<file path="src/hlt_pkg.sv">
package hlt_pkg;

    // width of the bracket nesting counter
    localparam int DEPTH_BITS = 8;

    typedef logic [DEPTH_BITS-1:0] depth_t;

    localparam depth_t DEPTH_MAX = {DEPTH_BITS{1'b1}};

    // byte codes that steer the tokenizer
    localparam logic [7:0] CHAR_SEMI    = 8'h3B;
    localparam logic [7:0] CHAR_LPAREN  = 8'h28;
    localparam logic [7:0] CHAR_RPAREN  = 8'h29;
    localparam logic [7:0] CHAR_QUOTE   = 8'h22;
    localparam logic [7:0] CHAR_BSLASH  = 8'h5C;
    localparam logic [7:0] CHAR_LOWER_N = 8'h6E;
    localparam logic [7:0] CHAR_SPACE   = 8'h20;
    localparam logic [7:0] CHAR_TAB     = 8'h09;
    localparam logic [7:0] CHAR_NEWLINE = 8'h0A;
    localparam logic [7:0] CHAR_NONE    = 8'h00;

    localparam logic ACTION_CHAR = 1'b0;
    localparam logic ACTION_EOL  = 1'b1;

    typedef enum logic [1:0] {
        KIND_APPEND = 2'd0,
        KIND_END    = 2'd1,
        KIND_DONE   = 2'd2,
        KIND_MORE   = 2'd3
    } kind_t;

    typedef struct packed {
        logic       action;
        logic [7:0] char_code;
        logic       trimmed;
        logic       line_is_last;
    } item_t;

    typedef struct packed {
        kind_t      kind;
        logic [7:0] out_char;
        logic       last;
    } result_t;

    // up to two results of one item, in order
    typedef struct packed {
        result_t    r0;
        result_t    r1;
        logic [1:0] cnt;
    } res_pair_t;

    // append one result; the newest one carries the last mark
    function automatic res_pair_t push_result(res_pair_t p, kind_t k, logic [7:0] ch);
        res_pair_t q;
        q = p;
        if (p.cnt == 2'd0)
        begin
            q.r0.kind     = k;
            q.r0.out_char = ch;
            q.r0.last     = 1'b1;
            q.cnt         = 2'd1;
        end
        else
        begin
            q.r0.last     = 1'b0;
            q.r1.kind     = k;
            q.r1.out_char = ch;
            q.r1.last     = 1'b1;
            q.cnt         = 2'd2;
        end
        return q;
    endfunction

endpackage

</file>
<file path="src/hlt_char_if.sv">
interface hlt_char_if;
    logic       valid;
    logic       ready;
    logic       action;
    logic [7:0] char_code;
    logic       trimmed;
    logic       line_is_last;

    modport source (output valid, action, char_code, trimmed, line_is_last, input ready);
    modport sink   (input valid, action, char_code, trimmed, line_is_last, output ready);
endinterface

</file>
<file path="src/hlt_token_if.sv">
interface hlt_token_if;
    logic          valid;
    logic          ready;
    hlt_pkg::kind_t kind;
    logic [7:0]    out_char;
    logic          last;

    modport source (output valid, kind, out_char, last, input ready);
    modport sink   (input valid, kind, out_char, last, output ready);
endinterface

</file>
<file path="src/hlt_step.sv">
module hlt_step (
    input  logic               clk,
    input  logic               rst_n,
    input  logic               step_en,
    input  hlt_pkg::item_t     item,
    output hlt_pkg::res_pair_t res
);

    logic           in_quote_reg,       in_quote_next;
    logic           escape_pending_reg, escape_pending_next;
    hlt_pkg::depth_t paren_depth_reg,   paren_depth_next;
    logic           token_nonempty_reg, token_nonempty_next;
    logic           comment_skip_reg,   comment_skip_next;

    hlt_pkg::depth_t depth_up;
    logic           depth_zero;
    logic           depth_one;
    logic [7:0]     c;

    assign c          = item.char_code;
    assign depth_zero = (paren_depth_reg == '0);
    assign depth_one  = (paren_depth_reg == hlt_pkg::depth_t'(1));
    assign depth_up   = (paren_depth_reg != hlt_pkg::DEPTH_MAX)
                      ? paren_depth_reg + hlt_pkg::depth_t'(1) : paren_depth_reg;

    always_comb
    begin
        in_quote_next       = in_quote_reg;
        escape_pending_next = escape_pending_reg;
        paren_depth_next    = paren_depth_reg;
        token_nonempty_next = token_nonempty_reg;
        comment_skip_next   = comment_skip_reg;
        res                 = '0;

        if (item.action == hlt_pkg::ACTION_CHAR)
        begin
            if (!item.trimmed && !comment_skip_reg)
            begin
                if (in_quote_reg && !escape_pending_reg && c == hlt_pkg::CHAR_BSLASH)
                begin
                    escape_pending_next = 1'b1;
                end
                else if (!in_quote_reg && !(!escape_pending_reg && c == hlt_pkg::CHAR_QUOTE)
                         && c == hlt_pkg::CHAR_SEMI
                         && !(depth_zero && (c == hlt_pkg::CHAR_SPACE
                                             || c == hlt_pkg::CHAR_TAB)))
                begin
                    // comment: skip the rest of the line, escape flag untouched
                    comment_skip_next = 1'b1;
                end
                else
                begin
                    escape_pending_next = 1'b0;
                    if (!escape_pending_reg && c == hlt_pkg::CHAR_QUOTE)
                    begin
                        if (!in_quote_reg)
                        begin
                            if (depth_zero && token_nonempty_reg)
                                res = hlt_pkg::push_result(res, hlt_pkg::KIND_END,
                                                           hlt_pkg::CHAR_NONE);
                            res = hlt_pkg::push_result(res, hlt_pkg::KIND_APPEND, c);
                            token_nonempty_next = 1'b1;
                            in_quote_next       = 1'b1;
                        end
                        else
                        begin
                            res = hlt_pkg::push_result(res, hlt_pkg::KIND_APPEND, c);
                            token_nonempty_next = 1'b1;
                            if (depth_zero)
                            begin
                                res = hlt_pkg::push_result(res, hlt_pkg::KIND_END,
                                                           hlt_pkg::CHAR_NONE);
                                token_nonempty_next = 1'b0;
                            end
                            in_quote_next = 1'b0;
                        end
                    end
                    else if (!in_quote_reg && depth_zero
                             && (c == hlt_pkg::CHAR_SPACE || c == hlt_pkg::CHAR_TAB))
                    begin
                        if (token_nonempty_reg)
                            res = hlt_pkg::push_result(res, hlt_pkg::KIND_END,
                                                       hlt_pkg::CHAR_NONE);
                        token_nonempty_next = 1'b0;
                    end
                    else if (!in_quote_reg && c == hlt_pkg::CHAR_LPAREN)
                    begin
                        paren_depth_next = depth_up;
                        if (depth_up == hlt_pkg::depth_t'(1) && token_nonempty_reg)
                            res = hlt_pkg::push_result(res, hlt_pkg::KIND_END,
                                                       hlt_pkg::CHAR_NONE);
                        res = hlt_pkg::push_result(res, hlt_pkg::KIND_APPEND, c);
                        token_nonempty_next = 1'b1;
                    end
                    else if (!in_quote_reg && c == hlt_pkg::CHAR_RPAREN)
                    begin
                        if (depth_one)
                        begin
                            paren_depth_next = '0;
                            res = hlt_pkg::push_result(res, hlt_pkg::KIND_APPEND, c);
                            res = hlt_pkg::push_result(res, hlt_pkg::KIND_END,
                                                       hlt_pkg::CHAR_NONE);
                            token_nonempty_next = 1'b0;
                        end
                        else if (depth_zero)
                        begin
                            // unmatched close: end the token, drop the byte
                            if (token_nonempty_reg)
                                res = hlt_pkg::push_result(res, hlt_pkg::KIND_END,
                                                           hlt_pkg::CHAR_NONE);
                            token_nonempty_next = 1'b0;
                        end
                        else
                        begin
                            paren_depth_next = paren_depth_reg - hlt_pkg::depth_t'(1);
                            res = hlt_pkg::push_result(res, hlt_pkg::KIND_APPEND, c);
                            token_nonempty_next = 1'b1;
                        end
                    end
                    else
                    begin
                        if (escape_pending_reg && !depth_zero)
                        begin
                            res = hlt_pkg::push_result(res, hlt_pkg::KIND_APPEND,
                                                       hlt_pkg::CHAR_BSLASH);
                            res = hlt_pkg::push_result(res, hlt_pkg::KIND_APPEND, c);
                        end
                        else if (escape_pending_reg && c == hlt_pkg::CHAR_LOWER_N)
                            res = hlt_pkg::push_result(res, hlt_pkg::KIND_APPEND,
                                                       hlt_pkg::CHAR_NEWLINE);
                        else
                            res = hlt_pkg::push_result(res, hlt_pkg::KIND_APPEND, c);
                        token_nonempty_next = 1'b1;
                    end
                end
            end
        end
        else
        begin
            if (item.line_is_last || (!in_quote_reg && depth_zero))
            begin
                if (token_nonempty_reg)
                    res = hlt_pkg::push_result(res, hlt_pkg::KIND_END, hlt_pkg::CHAR_NONE);
                res = hlt_pkg::push_result(res, hlt_pkg::KIND_DONE, hlt_pkg::CHAR_NONE);
                in_quote_next       = 1'b0;
                escape_pending_next = 1'b0;
                paren_depth_next    = '0;
                token_nonempty_next = 1'b0;
                comment_skip_next   = 1'b0;
            end
            else
            begin
                if (in_quote_reg)
                begin
                    res = hlt_pkg::push_result(res, hlt_pkg::KIND_APPEND,
                                               hlt_pkg::CHAR_NEWLINE);
                    token_nonempty_next = 1'b1;
                end
                res = hlt_pkg::push_result(res, hlt_pkg::KIND_MORE, hlt_pkg::CHAR_NONE);
                comment_skip_next = 1'b0;
            end
        end
    end

    always_ff @(posedge clk or negedge rst_n)
    begin
        if (!rst_n)
        begin
            in_quote_reg       <= 1'b0;
            escape_pending_reg <= 1'b0;
            paren_depth_reg    <= '0;
            token_nonempty_reg <= 1'b0;
            comment_skip_reg   <= 1'b0;
        end
        else if (step_en)
        begin
            in_quote_reg       <= in_quote_next;
            escape_pending_reg <= escape_pending_next;
            paren_depth_reg    <= paren_depth_next;
            token_nonempty_reg <= token_nonempty_next;
            comment_skip_reg   <= comment_skip_next;
        end
    end

endmodule

</file>
<file path="src/hlt_resbuf.sv">
module hlt_resbuf (
    input  logic               clk,
    input  logic               rst_n,
    input  logic               load_en,
    input  hlt_pkg::res_pair_t load_pair,
    output logic               can_load,
    output logic               head_valid,
    input  logic               head_ready,
    output hlt_pkg::result_t   head
);

    hlt_pkg::result_t r0_reg, r0_next;
    hlt_pkg::result_t r1_reg, r1_next;
    logic [1:0]       cnt_reg, cnt_next;
    logic             pop;

    assign head_valid = (cnt_reg != 2'd0);
    assign head       = r0_reg;
    assign pop        = head_valid && head_ready;
    assign can_load   = (cnt_reg == 2'd0) || (cnt_reg == 2'd1 && head_ready);

    always_comb
    begin
        r0_next  = r0_reg;
        r1_next  = r1_reg;
        cnt_next = cnt_reg;
        if (load_en)
        begin
            r0_next  = load_pair.r0;
            r1_next  = load_pair.r1;
            cnt_next = load_pair.cnt;
        end
        else if (pop)
        begin
            // second result moves to the head
            r0_next  = r1_reg;
            cnt_next = cnt_reg - 2'd1;
        end
    end

    always_ff @(posedge clk or negedge rst_n)
    begin
        if (!rst_n)
            cnt_reg <= 2'd0;
        else
            cnt_reg <= cnt_next;
    end

    always_ff @(posedge clk)
    begin
        r0_reg <= r0_next;
        r1_reg <= r1_next;
    end

endmodule

</file>
<file path="src/header_line_tokenizer.sv">
// channel       | role   | one transfer carries
// --------------+--------+----------------------------------------------
// char_stream   | sink   | action, char_code, trimmed, line_is_last
// token_stream  | source | kind, out_char, last
//
// one input transfer per cycle while the result buffer can load; a byte or end of line
// producing two results holds the input while the result buffer still holds both
// an input transfer goes through the input register, then the result buffer
// rst_n clears the tokenizer flags, the depth counter and both valid marks
// a stalled token_stream fills the result buffer, then the input register,
// then char_stream.ready falls
module header_line_tokenizer (
    input logic         clk,
    input logic         rst_n,
    hlt_char_if.sink    char_stream,
    hlt_token_if.source token_stream
);

    // input register
    logic               in_full_reg;
    hlt_pkg::item_t     item_reg;
    hlt_pkg::item_t     item_in;

    // step results and handshakes between the parts
    hlt_pkg::res_pair_t step_res;
    hlt_pkg::result_t   head;
    logic               can_load;
    logic               advance;
    logic               in_xfer;

    assign item_in.action       = char_stream.action;
    assign item_in.char_code    = char_stream.char_code;
    assign item_in.trimmed      = char_stream.trimmed;
    assign item_in.line_is_last = char_stream.line_is_last;

    // the held item moves on when the result buffer can take its results
    assign advance           = in_full_reg && can_load;
    assign char_stream.ready = !in_full_reg || can_load;
    assign in_xfer           = char_stream.valid && char_stream.ready;

    always_ff @(posedge clk or negedge rst_n)
    begin
        if (!rst_n)
            in_full_reg <= 1'b0;
        else if (in_xfer)
            in_full_reg <= 1'b1;
        else if (advance)
            in_full_reg <= 1'b0;
    end

    // payload needs no reset
    always_ff @(posedge clk)
    begin
        if (in_xfer)
            item_reg <= item_in;
    end

    // tokenizer state and the per-byte decision
    hlt_step u_step (
        .clk     (clk),
        .rst_n   (rst_n),
        .step_en (advance),
        .item    (item_reg),
        .res     (step_res)
    );

    // holds up to two results and hands them out one per transfer
    hlt_resbuf u_resbuf (
        .clk        (clk),
        .rst_n      (rst_n),
        .load_en    (advance),
        .load_pair  (step_res),
        .can_load   (can_load),
        .head_valid (token_stream.valid),
        .head_ready (token_stream.ready),
        .head       (head)
    );

    assign token_stream.kind     = head.kind;
    assign token_stream.out_char = head.out_char;
    assign token_stream.last     = head.last;

endmodule

</file>
<file path="src/flat_wrapper.sv">
// flat-port wrapper written by rule: the top's interface ports become plain ports
module header_line_tokenizer_flat 
  (clk, rst_n, char_stream_valid, char_stream_action, char_stream_char_code, char_stream_trimmed, char_stream_line_is_last, char_stream_ready, token_stream_valid, token_stream_kind, token_stream_out_char, token_stream_last, token_stream_ready);
  hlt_char_if char_stream_i ();
  hlt_token_if token_stream_i ();
  input logic clk;
  input logic rst_n;
  input wire logic [$bits(char_stream_i.valid)-1:0] char_stream_valid;
  input wire logic [$bits(char_stream_i.action)-1:0] char_stream_action;
  input wire logic [$bits(char_stream_i.char_code)-1:0] char_stream_char_code;
  input wire logic [$bits(char_stream_i.trimmed)-1:0] char_stream_trimmed;
  input wire logic [$bits(char_stream_i.line_is_last)-1:0] char_stream_line_is_last;
  output wire logic [$bits(char_stream_i.ready)-1:0] char_stream_ready;
  output wire logic [$bits(token_stream_i.valid)-1:0] token_stream_valid;
  output wire logic [$bits(token_stream_i.kind)-1:0] token_stream_kind;
  output wire logic [$bits(token_stream_i.out_char)-1:0] token_stream_out_char;
  output wire logic [$bits(token_stream_i.last)-1:0] token_stream_last;
  input wire logic [$bits(token_stream_i.ready)-1:0] token_stream_ready;
  assign char_stream_i.valid = char_stream_valid;
  assign char_stream_i.action = char_stream_action;
  assign char_stream_i.char_code = char_stream_char_code;
  assign char_stream_i.trimmed = char_stream_trimmed;
  assign char_stream_i.line_is_last = char_stream_line_is_last;
  assign char_stream_ready = char_stream_i.ready;
  assign token_stream_valid = token_stream_i.valid;
  assign token_stream_kind = token_stream_i.kind;
  assign token_stream_out_char = token_stream_i.out_char;
  assign token_stream_last = token_stream_i.last;
  assign token_stream_i.ready = token_stream_ready;
  header_line_tokenizer u_core (.clk(clk), .rst_n(rst_n), .char_stream(char_stream_i), .token_stream(token_stream_i));
endmodule
</file>
<file path="config.mk">
export PLATFORM = sky130hd
export DESIGN_NAME = header_line_tokenizer_flat
export DESIGN_NICKNAME = d
export VERILOG_FILES = /design/src/hlt_pkg.sv /design/src/hlt_char_if.sv /design/src/hlt_token_if.sv /design/src/hlt_step.sv /design/src/hlt_resbuf.sv /design/src/header_line_tokenizer.sv /design/src/flat_wrapper.sv
export SDC_FILE = /design/constraint.sdc
export NUM_CORES = 1
export LEC_CHECK = 0
export ABC_AREA = 1
export CAP_MARGIN = 0
export CORE_MARGIN = 4
export CORE_UTILIZATION = 50
export CTS_CLUSTER_SIZE = 12
export DETAILED_ROUTE_END_ITERATION = 6
export DONT_BUFFER_PORTS = 1
export GPL_TIMING_DRIVEN = 0
export HOLD_SLACK_MARGIN = 0.08
export PLACE_DENSITY_LB_ADDON = 0.2
export SYNTH_ARGS = -nofsm -noshare
export SYNTH_HDL_FRONTEND = slang
export SYNTH_SLANG_ARGS = --single-unit
</file>
<file path="constraint.sdc">
create_clock -name clk -period 5.6 [get_ports clk]
set_clock_uncertainty 0.05 [all_clocks]
set_input_delay 0.28 -clock clk [delete_from_list [all_inputs] [get_ports clk]]
set_output_delay 0.28 -clock clk [all_outputs]
set_load 0.1 [all_outputs]
</file>
==> results of run 1 <==
-- repair_timing --
item / in CTS / in global routing
setup endpoints to repair: 0 / 0
gates resized for setup: 0 / 0
hold endpoints to repair: 27 / 0
hold buffers: 13 / 0
-- routing by layer --
layer	wire [um]	share of wire, %
met5	0	0
met4	126	1.7
met3	540	7.2
met2	3310	44
met1	3480	47
-- cell type report --
type | instances | area, um^2 | share of cell area [%]
flip-flops and latches | 48 | 1370 | 40.0
clock inverters | 3 | 17.5 | 0.512
multi-input cells | 282 | 1480 | 43.3
inverters | 51 | 194 | 5.67
repair buffers | 13 | 130 | 3.81
plain buffers | 9 | 66.3 | 1.94
well taps | 75 | 93.8 | 2.75
clock buffers | 5 | 68.8 | 2.01
-- worst paths after layout --
path,from,slack (ps),endpoint
setup / recovery,u_core.u_resbuf.cnt_reg[0]$_DFFE_PN0P_,2370,u_core.item_reg[3]$_DFFE_PP_
hold / removal,rst_n,400,u_core.u_resbuf.cnt_reg[1]$_DFFE_PN0P_
hold reg to reg,u_core.u_resbuf.cnt_reg[1]$_DFFE_PN0P_,440,u_core.u_resbuf.cnt_reg[1]$_DFFE_PN0P_
setup reg to reg,u_core.u_resbuf.cnt_reg[0]$_DFFE_PN0P_,2370,u_core.item_reg[3]$_DFFE_PP_
max in group asynchronous,rst_n,4650,u_core.u_step.paren_depth_reg[2]$_DFFE_PN0P_
min in group clk,u_core.u_resbuf.cnt_reg[1]$_DFFE_PN0P_,440,u_core.u_resbuf.cnt_reg[1]$_DFFE_PN0P_
-- placed cells by master (no fill, tap or decap), types with 2 or more instances in the layout --
| cell | Yosys | final |
|---|---|---|
| a21oi_1 | 11 | 11 |
| a22oi_1 | 3 | 3 |
| buf_2 | 2 | 2 |
| buf_4 | 4 | 4 |
| buf_6 | 2 | 2 |
| clkbuf_8 | 0 | 5 |
| dfrtp_1 | 15 | 15 |
| dlygate4sd3_1 | 0 | 13 |
| edfxtp_1 | 33 | 33 |
| ha_1 | 6 | 6 |
| inv_1 | 45 | 45 |
| inv_2 | 5 | 5 |
| nand2_1 | 90 | 90 |
| nand2_2 | 5 | 5 |
| nand3_1 | 32 | 32 |
| nand3_2 | 7 | 7 |
| nand4_1 | 13 | 13 |
| nor2_1 | 45 | 45 |
| nor2_2 | 6 | 6 |
| nor2_4 | 6 | 6 |
| nor3_1 | 11 | 11 |
| o211ai_1 | 3 | 3 |
| o21ai_0 | 18 | 18 |
| o21ai_1 | 4 | 4 |
| o21ai_2 | 3 | 3 |
| o22ai_1 | 4 | 4 |
| xnor2_1 | 2 | 2 |
| xor2_1 | 4 | 4 |
-- kinds of logic (layout without fill, tap and decap cells) --
group | Yosys count | in the layout | synth area share (%)
buffers and inverters | 60 | 81 | 8.37
adder cells (fa/ha/maj) | 6 | 6 | 2.42
flip-flops | 48 | 48 | 44.0
XOR/XNOR | 6 | 6 | 1.69
AO/OA/AOI/OAI | 54 | 54 | 10.7
AND/OR/NAND/NOR | 216 | 216 | 32.8
-- power groups by stage --
stage	Combinational, mW	Sequential, mW	Clock [mW]
final	0.860	0.943	0.207
after floorplan	0.680	0.926	0
after global placement	0.837	0.948	0
after global routing	0.962	0.959	0.226
after CTS	0.856	0.943	0.208
after detailed placement	0.843	0.952	0
-- worst register-to-register path: cells and delay by family (launching register included) --
family                     cells  cell delay (ps)
adders and majority gates      1              210
DFF                            1              360
buffers and inverters          3              960
and+or+nand+nor                2             1350
==> results.toml, run 1 <==
[status]
run_status = "complete, no violations"

[synthesis]
synthMostInstantiatedCell = "nand2_1"
synth_area_per_cell_um2 = 7.97
synth_cell_type_count = 37
synth.top_cell.area_share_pct = 31.9
postSynth.asyncResetShare_pct = 31.3
synth_edf_count = 33
synth_nets = 411
synth_top_flop_cell = "edfxtp_1"
synth_seq_cells = 48
synth_largest_area_cell = "edfxtp_1"
synth_commonest_cells = "nand2_1, inv_1, nor2_1"
post_synth_inst_count = 390
synth_warnings = 0
post_synth_instance_area_um2 = 3110
synth.area.top_cells = "edfxtp_1, dfrtp_1, nand2_1, inv_1, nor2_1"
portion_of_the_post_synthesis_area_used_by_sequential_elements_pct = 44.0

[placed_design]
gpl.final_weighted_congestion = 0.907
post-dp-hpwl_mm = 5.72
detailed_place.area_um2 = 3200
dp_slack_ps = 2360
numPlacedInstances = 465
numPortBuffers = 0

[timing]
worst-slew-pin-transition_ps = 1090
max_freq_mhz = 310
report.final.hold_viol_count = 0
post-route-min-period_ps = 3230
max_slew_margin_pct = 26.9
tns_ps = 0
final.setup.worst_slack_ps = 2370
drv_slew = 0
rsz0062_at_grt = "no"
hold_slack_final_ps = 401
final_min_period_over_clock_period_pct = 57.6
setup_viol_count_final = 0

[worst_setup_path]
cp.buffers_inverters = 3
reg2regPathDepth = 6
worst-setup-path-type = "register to register"
critPathLaunchType = "register"
critical_path.cell_chain = "inv_1 -> ha_1 -> inv_1 -> nand3_1 -> nand2_1 -> inv_1"
cp_common_cell = "inv_1"
worstPathRequired_ps = 5560
worstSetupPathDepth = 6
timing.critical_path.arrival_ps = 3190
critical_path_fanout_max = 11
crit_slowest_cell = "nand3_1"
endpoint_kind = "register"
critical-path-max-stage-delay_ps = 1010
kind_of_cell_adding_the_most_delay_to_the_critical_path = "simple AND/OR/NAND/NOR gates"

[floorplan]
rows = 28
die_footprint_um2 = 7540
chipWidth_um = 86.8
floorplan.initialDensity_pct = 51.9
fp.coreArea_um2 = 5990
die_y_um = 86.8
pin_count = 28

[clock_network]
clkLatencyLatePin_ps = 310
postCtsSetupBuffers = 0
clock_sinks = 48
tritoncts = "done"
max-clock-path-buffers = 2
clock_tree.root_cell = "clkbuf_8"
tritoncts.num_buffers = 5
clkSlewWorstSetupHoldPaths_ps = 90
htreeDepth = 2

[hold_path]
worstHoldPathType = "primary input to asynchronous set/reset pin"

[power]
cell_area_power_density_nw_per_um2 = 588
power.share.clock_pct = 10.3
share_seq_of_total_power_pct = 46.9
power.share.combinational_pct = 42.8
swShare_pct = 55.2
vdd_ir_drop_max_mv = 0.506
internal-power_mw = 0.901
post-layout-total-power_mw = 2.01
power_leakage_nw = 1.50
p_switching_mw = 1.11

[final_layout]
n_fill_cell = 561
antenna_cells_inserted = 0
area_growth_synth_to_finish_pct = 9.98
final_core_util_pct = 57.1
finish.cell_count_without_fillers = 486
fin_nets = 431
finalInstanceArea_um2 = 3420
final_layout_size_suffix_gt1_share_pct = 12.7

[global_routing]
grt-busiest-layer = "met2"
antenna_found_initial = 0
globalRouteMet1Util_pct = 31.6
grt.overflow.total = 0
grt.met3_usage_pct = 3.90
grt_first_pass_wirelength_mm = 12.4
gr-usage-all-layers_pct = 21.4
global_route_track_usage_on_met2_pct = 32.0
first_global_vias = 2483
grt_start_max_net_pins = 18

[flow_run]
maxcap_viol_count = 0

[detailed_routing]
wirelength_mm = 7.46
dr.pass1.iters = 5
drcViolationCount = 0
iteration_0_drc_count_of_the_detailed_router = 259
via_count = 2690
drt-vias-per-instance = 5.53
antenna_violating_nets_post_route = 0
routed_wire_length_per_instance_um = 15.3
Note: power is estimated with default switching activity, not from simulation.
==> run 2: changes to the inputs <==
Clock period 5.6 ns to 3.35 ns, I/O delays scaled along.
==> run 2 against run 1 <==
  * Worst hold slack worse by 110 ps
  * Critical endpoint unchanged
  * Clock power is 67% higher
  * Largest power group unchanged
  * Non-clock buffer count did not move
  * Die area stayed put
  * Sequential share of layout area fell by 0.058 points
  * Wire length is 0.28% lower
==> results.toml, run 2 (same netlist as run 1, synthesis figures left out) <==
[status]
run_status = "complete, no violations"

[final_layout]
fin_nets = 431
final_layout_size_suffix_gt1_share_pct = 12.9
area_growth_synth_to_finish_pct = 10.1
area_occupied_by_multi_input_gates_um2 = 1490
finish.cell_count_without_fillers = 486
n_fill_cell = 562
final_cell_mix = "nand2_1, inv_1, nor2_1, edfxtp_1, nand3_1"
antenna_cells_inserted = 0
finalInstanceArea_um2 = 3420
ff_latch_area_um2 = 1370
final_common_cell = "nand2_1"

[power]
vdd_ir_drop_max_mv = 0.851
power_leakage_nw = 1.50
cell_area_power_density_nw_per_um2 = 982
post-layout-total-power_mw = 3.36

[global_routing]
grt_start_max_net_pins = 18
first_global_vias = 2483
antenna_found_initial = 0
grt_first_pass_wirelength_mm = 12.4
grt.overflow.total = 0
gr-usage-all-layers_pct = 21.4

[placed_design]
numPortBuffers = 0
numPlacedInstances = 465
post-dp-hpwl_mm = 5.72
gpl.final_weighted_congestion = 0.907
detailed_place.area_um2 = 3200
dp_slack_ps = 107

[worst_setup_path]
worstPathRequired_ps = 3310
critPathLaunchType = "register"
crit_slowest_cell = "inv_1"
critical-path-max-stage-delay_ps = 670
critical_path_fanout_max = 11
crit_path_start = "u_core.u_resbuf.cnt_reg[0]$_DFFE_PN0P_"
kind_of_cell_adding_the_most_delay_to_the_critical_path = "buffers and inverters"
cp_common_cell = "inv_1"
endpoint_kind = "register"
timing.critical_path.arrival_ps = 2760
r2r_start = "u_core.u_resbuf.cnt_reg[0]$_DFFE_PN0P_"
cp.buffers_inverters = 3
critical_path.cell_chain = "inv_1 -> ha_1 -> inv_1 -> nand3_2 -> nand2_1 -> inv_1"
worst-setup-path-type = "register to register"

[detailed_routing]
drt-vias-per-instance = 5.51
via_count = 2680
wirelength_mm = 7.43
antenna_violating_nets_post_route = 0
routed_wire_length_per_instance_um = 15.3
dr.pass1.iters = 5
iteration_0_drc_count_of_the_detailed_router = 231
drcViolationCount = 0

[floorplan]
chipWidth_um = 86.8
pin_count = 28
fp.coreArea_um2 = 5990
rows = 28
die_footprint_um2 = 7540
floorplan.initialDensity_pct = 51.9
die_y_um = 86.8

[timing]
report.final.hold_viol_count = 0
max_slew_margin_pct = 38.8
worst-slew-pin-transition_ps = 920
rsz0062_at_grt = "no"
final.setup.worst_slack_ps = 548
post-route-min-period_ps = 2800
drv_slew = 0
tns_ps = 0
final_min_period_over_clock_period_pct = 83.7
max_freq_mhz = 357
setup_viol_count_final = 0

[clock_network]
htreeDepth = 2
tritoncts = "done"
postCtsSetupBuffers = 0
max-clock-path-buffers = 2
clock_tree.root_cell = "clkbuf_8"
clkLatencyLatePin_ps = 300
tritoncts.num_buffers = 5
clkSlewWorstSetupHoldPaths_ps = 90
clock_sinks = 48

[flow_run]
maxcap_viol_count = 0

[hold_path]
worstHoldPathType = "primary input to asynchronous set/reset pin"
==> run 2: cell types whose count changed in the layout (fill, tap and decap cells not counted) <==
| cell | delta |
|---|---|
| nand3_1 | -1 |
| nand3_2 | +1 |
==> run 2: cell type report <==
cell class              count  area share, %
plain buffers               9           1.94
clock buffers               5           2.01
clock inverters             3          0.512
inverters                  51           5.67
multi-input cells         282           43.4
flip-flops and latches     48           39.9
well taps                  75           2.74
repair buffers             13           3.80
==> run 2: metal layers <==
metal,track usage [%],vias up,wire (um)
met5,0,-,0
met4,6.80,0,138
li1,-,1339,-
met1,31.6,1215,3440
met2,32.0,115,3310
met3,3.90,11,542
==> run 2: report_power, final <==
part	internal, mW	total (mW)	leakage, nW	switching, mW
logic	0.425	1.44	0.944	1.02
clock network	0.146	0.345	0.0460	0.199
registers	0.937	1.58	0.510	0.641
total	1.51	3.36	1.50	1.86
==> run 2: worst register-to-register path, stage by stage, from the launching register on <==
cell     delay (ps)
dfrtp_1         360
inv_1            70
ha_1            210
inv_1           670
nand3_2         670
nand2_1         270
inv_1           220
==> run 2: what timing repair did <==
| action | CTS | global route |
|---|---|---|
| endpoints found under the hold margin | 27 | 0 |
| gates resized for setup | 0 | 1 |
| hold buffers | 13 | 0 |
| endpoints found under the setup margin | 0 | 11 |
==> run 2: final timing paths <==
check / to / slack [ps] / cells past startpoint
worst max-delay path: u_core.item_reg[3]$_DFFE_PP_ / 550 / 6
worst min-delay path: u_core.u_resbuf.cnt_reg[1]$_DFFE_PN0P_ / 290 / 1
worst max register to register: u_core.item_reg[3]$_DFFE_PP_ / 550 / 6
worst min register to register: u_core.u_resbuf.cnt_reg[1]$_DFFE_PN0P_ / 440 / 2
max in group asynchronous: u_core.u_step.paren_depth_reg[2]$_DFFE_PN0P_ / 2510 / 1
min in group clk: u_core.u_resbuf.cnt_reg[0]$_DFFE_PN0P_ / 400 / 7
==> run 2: through the flow <==
step	util, %	hold slack [ps]
finish	57.1	290
global route	57.1	359
CTS	57.1	327
detailed placement	53.4	-178
global placement	53.4	-178
floorplan	-	-178
==> run 3: changes to the inputs <==
Settings changed: ABC_AREA 1 to 0.
Clock period 3.35 ns to 2.6 ns, I/O delays scaled along.
==> run 3 against run 2 <==
  * Non-clock buffer count increased by 23
  * Fmax rose by 8.0%
  * Sequential share of layout area down 1.1 points
  * Via count increased by 3.6%
  * Sequential cell count unchanged
==> results.toml, run 3 <==
[floorplan]
chipWidth_um = 85.8
rows = 28
fp.coreArea_um2 = 5890
die_footprint_um2 = 7370
pin_count = 28
floorplan.initialDensity_pct = 51.5
die_y_um = 85.8

[synthesis]
portion_of_the_post_synthesis_area_used_by_sequential_elements_pct = 45.1
synth_nets = 345
post_synth_instance_area_um2 = 3030
synth_seq_cells = 48
postSynth.asyncResetShare_pct = 31.3
synthSimpleGateAreaFrac_pct = 27.4
synth_edf_count = 33
yosys-mux-area-fraction_pct = 0.702
synth_cell_type_count = 68
synth_warnings = 0
synth_commonest_cells = "edfxtp_1, nand2_1, o21ai_0"
post_synth_inst_count = 324
post_synthesis_adder_cell_area_fraction_pct = 2.48
synth_largest_area_cell = "edfxtp_1"
synth.area.top_cells = "edfxtp_1, dfrtp_1, nand2_1, o21ai_0, a21oi_1"
synth_area_per_cell_um2 = 9.35
synth_compound_gate_area_share_pct = 19.5
synth.top_cell.area_share_pct = 32.7
dominant_combinational_cell_family_by_area_after_synthesis = "simple AND/OR/NAND/NOR gates"
synth_top_flop_cell = "edfxtp_1"
synthXorXnorAreaFrac_pct = 0.578

[global_routing]
antenna_found_initial = 0
grt.overflow.total = 0
grt_start_max_net_pins = 21
first_global_vias = 2573
grt_first_pass_wirelength_mm = 12.7
gr-usage-all-layers_pct = 22.2

[detailed_routing]
wirelength_mm = 8.09
drt-vias-per-instance = 6.43
dr.pass1.iters = 5
drcViolationCount = 0
routed_wire_length_per_instance_um = 18.7
via_count = 2776
iteration_0_drc_count_of_the_detailed_router = 292
antenna_violating_nets_post_route = 0

[timing]
final_min_period_over_clock_period_pct = 99.8
drv_slew = 0
tns_ps = 0
setup_viol_count_final = 0
post-route-min-period_ps = 2600
max_slew_margin_pct = 36.1
hold_slack_final_ps = 274
final.setup.worst_slack_ps = 4.95
max_freq_mhz = 385
worst-slew-pin-transition_ps = 956
report.final.hold_viol_count = 0

[final_layout]
final_core_util_pct = 59.9
final_cell_mix = "edfxtp_1, nand2_1, o21ai_0, nor2_1, buf_4"
area_growth_synth_to_finish_pct = 16.4
final_layout_size_suffix_gt1_share_pct = 16.2
antenna_cells_inserted = 0
fin_nets = 377
final_common_cell = "edfxtp_1"

[status]
run_status = "complete, no violations"

[clock_network]
tritoncts = "done"
clkLatencyLatePin_ps = 310
tritoncts.num_buffers = 5
clkSlewWorstSetupHoldPaths_ps = 90
clock_tree.root_cell = "clkbuf_8"
max-clock-path-buffers = 2
htreeDepth = 2
clock_sinks = 48

[worst_setup_path]
timing.critical_path.arrival_ps = 2610
worstPathRequired_ps = 2620
critical_path_fanout_max = 5
endpoint_kind = "register"
critPathLaunchType = "register"
worst-setup-path-type = "register to register"

[power]
power_leakage_nw = 1.34
cell_area_power_density_nw_per_um2 = 1140
post-layout-total-power_mw = 4.02
vdd_ir_drop_max_mv = 0.637

[placed_design]
gpl.final_weighted_congestion = 0.916
numPortBuffers = 0
dp_slack_ps = -153
post-dp-hpwl_mm = 5.76

[flow_run]
maxcap_viol_count = 0

[hold_path]
worstHoldPathType = "primary input to asynchronous set/reset pin"
[run 3: final timing paths]
path	from	to	slack [ps]	depth (start not counted)
max reg2reg	u_core.item_reg[6]$_DFFE_PP_	u_core.u_resbuf.head[8]$_DFFE_PP_	5	6
min reg2reg	u_core.u_resbuf.r1_reg[5]$_SDFFCE_PP0P_	u_core.u_resbuf.head[5]$_DFFE_PP_	470	2
min	rst_n	u_core.u_step.paren_depth_reg[2]$_DFFE_PN0P_	270	1
max	u_core.item_reg[6]$_DFFE_PP_	u_core.u_resbuf.head[8]$_DFFE_PP_	5	6
min in group clk	token_stream_ready	u_core.u_resbuf.head[1]$_DFFE_PP_	320	1
max in group asynchronous	rst_n	u_core.u_step.in_quote_reg$_DFFE_PN0P_	1720	1
[run 3: power breakdown]
group / switching (mW) / internal, mW / total, mW / leakage (nW)
Sequential: 0.800 / 1.17 / 1.97 / 0.515
Clock: 0.249 / 0.189 / 0.438 / 0.0428
Combinational: 1.07 / 0.538 / 1.61 / 0.781
Total: 2.12 / 1.90 / 4.02 / 1.34
[run 3: critical path: stages, from the launching register on]
cell and delay (ps):
edfxtp_1 490, or3b_1 470, or3_4 430, or3_4 380, a21oi_2 170, nor4b_2 90
a32o_1 270
[run 3: timing repair]
item                       CTS  global route
hold endpoints to repair    27             0
hold buffers                13             0
setup buffers                4            10
gates cloned                 0             0
resized for setup            9            16
setup endpoints to repair   23            26
pin swaps                    1             2
[run 3: kinds of logic after synthesis]
group | Yosys count
and+or+nand+nor | 147
AOI/OAI and AO/OA | 87
DFF | 48
buffers and inverters | 32
adders and majority gates | 6
xor gates and xnor gates | 2
muxes | 2
[run 3: per-layer routing]
metal  vias to the layer above  track usage [%]  routed length [um]
li1                       1301                -                   -
met1                      1328             29.6                3430
met2                       122             35.9                3910
met3                        25             3.46                 477
met4                         0             9.50                 268
met5                         -                0                   0
[run 3: area by class of cell]
cell class,instances,area [um^2]
fill,490,2360
multi-input combinational,244,1620
sequential,48,1370
timing repair buffer,27,235
tap,75,93.8
buffer,18,81.3
clock buffer,6,72.6
inverter,12,45.0
clock inverter,2,12.5
[run 3: per-stage QoR]
stage	std cells	cell area [um^2]
3_3_place_gp	399	3120
6_report	432	3530
4_1_cts	423	3400
5_1_grt	432	3530
2_1_floorplan	324	3030
3_5_place_dp	399	3120
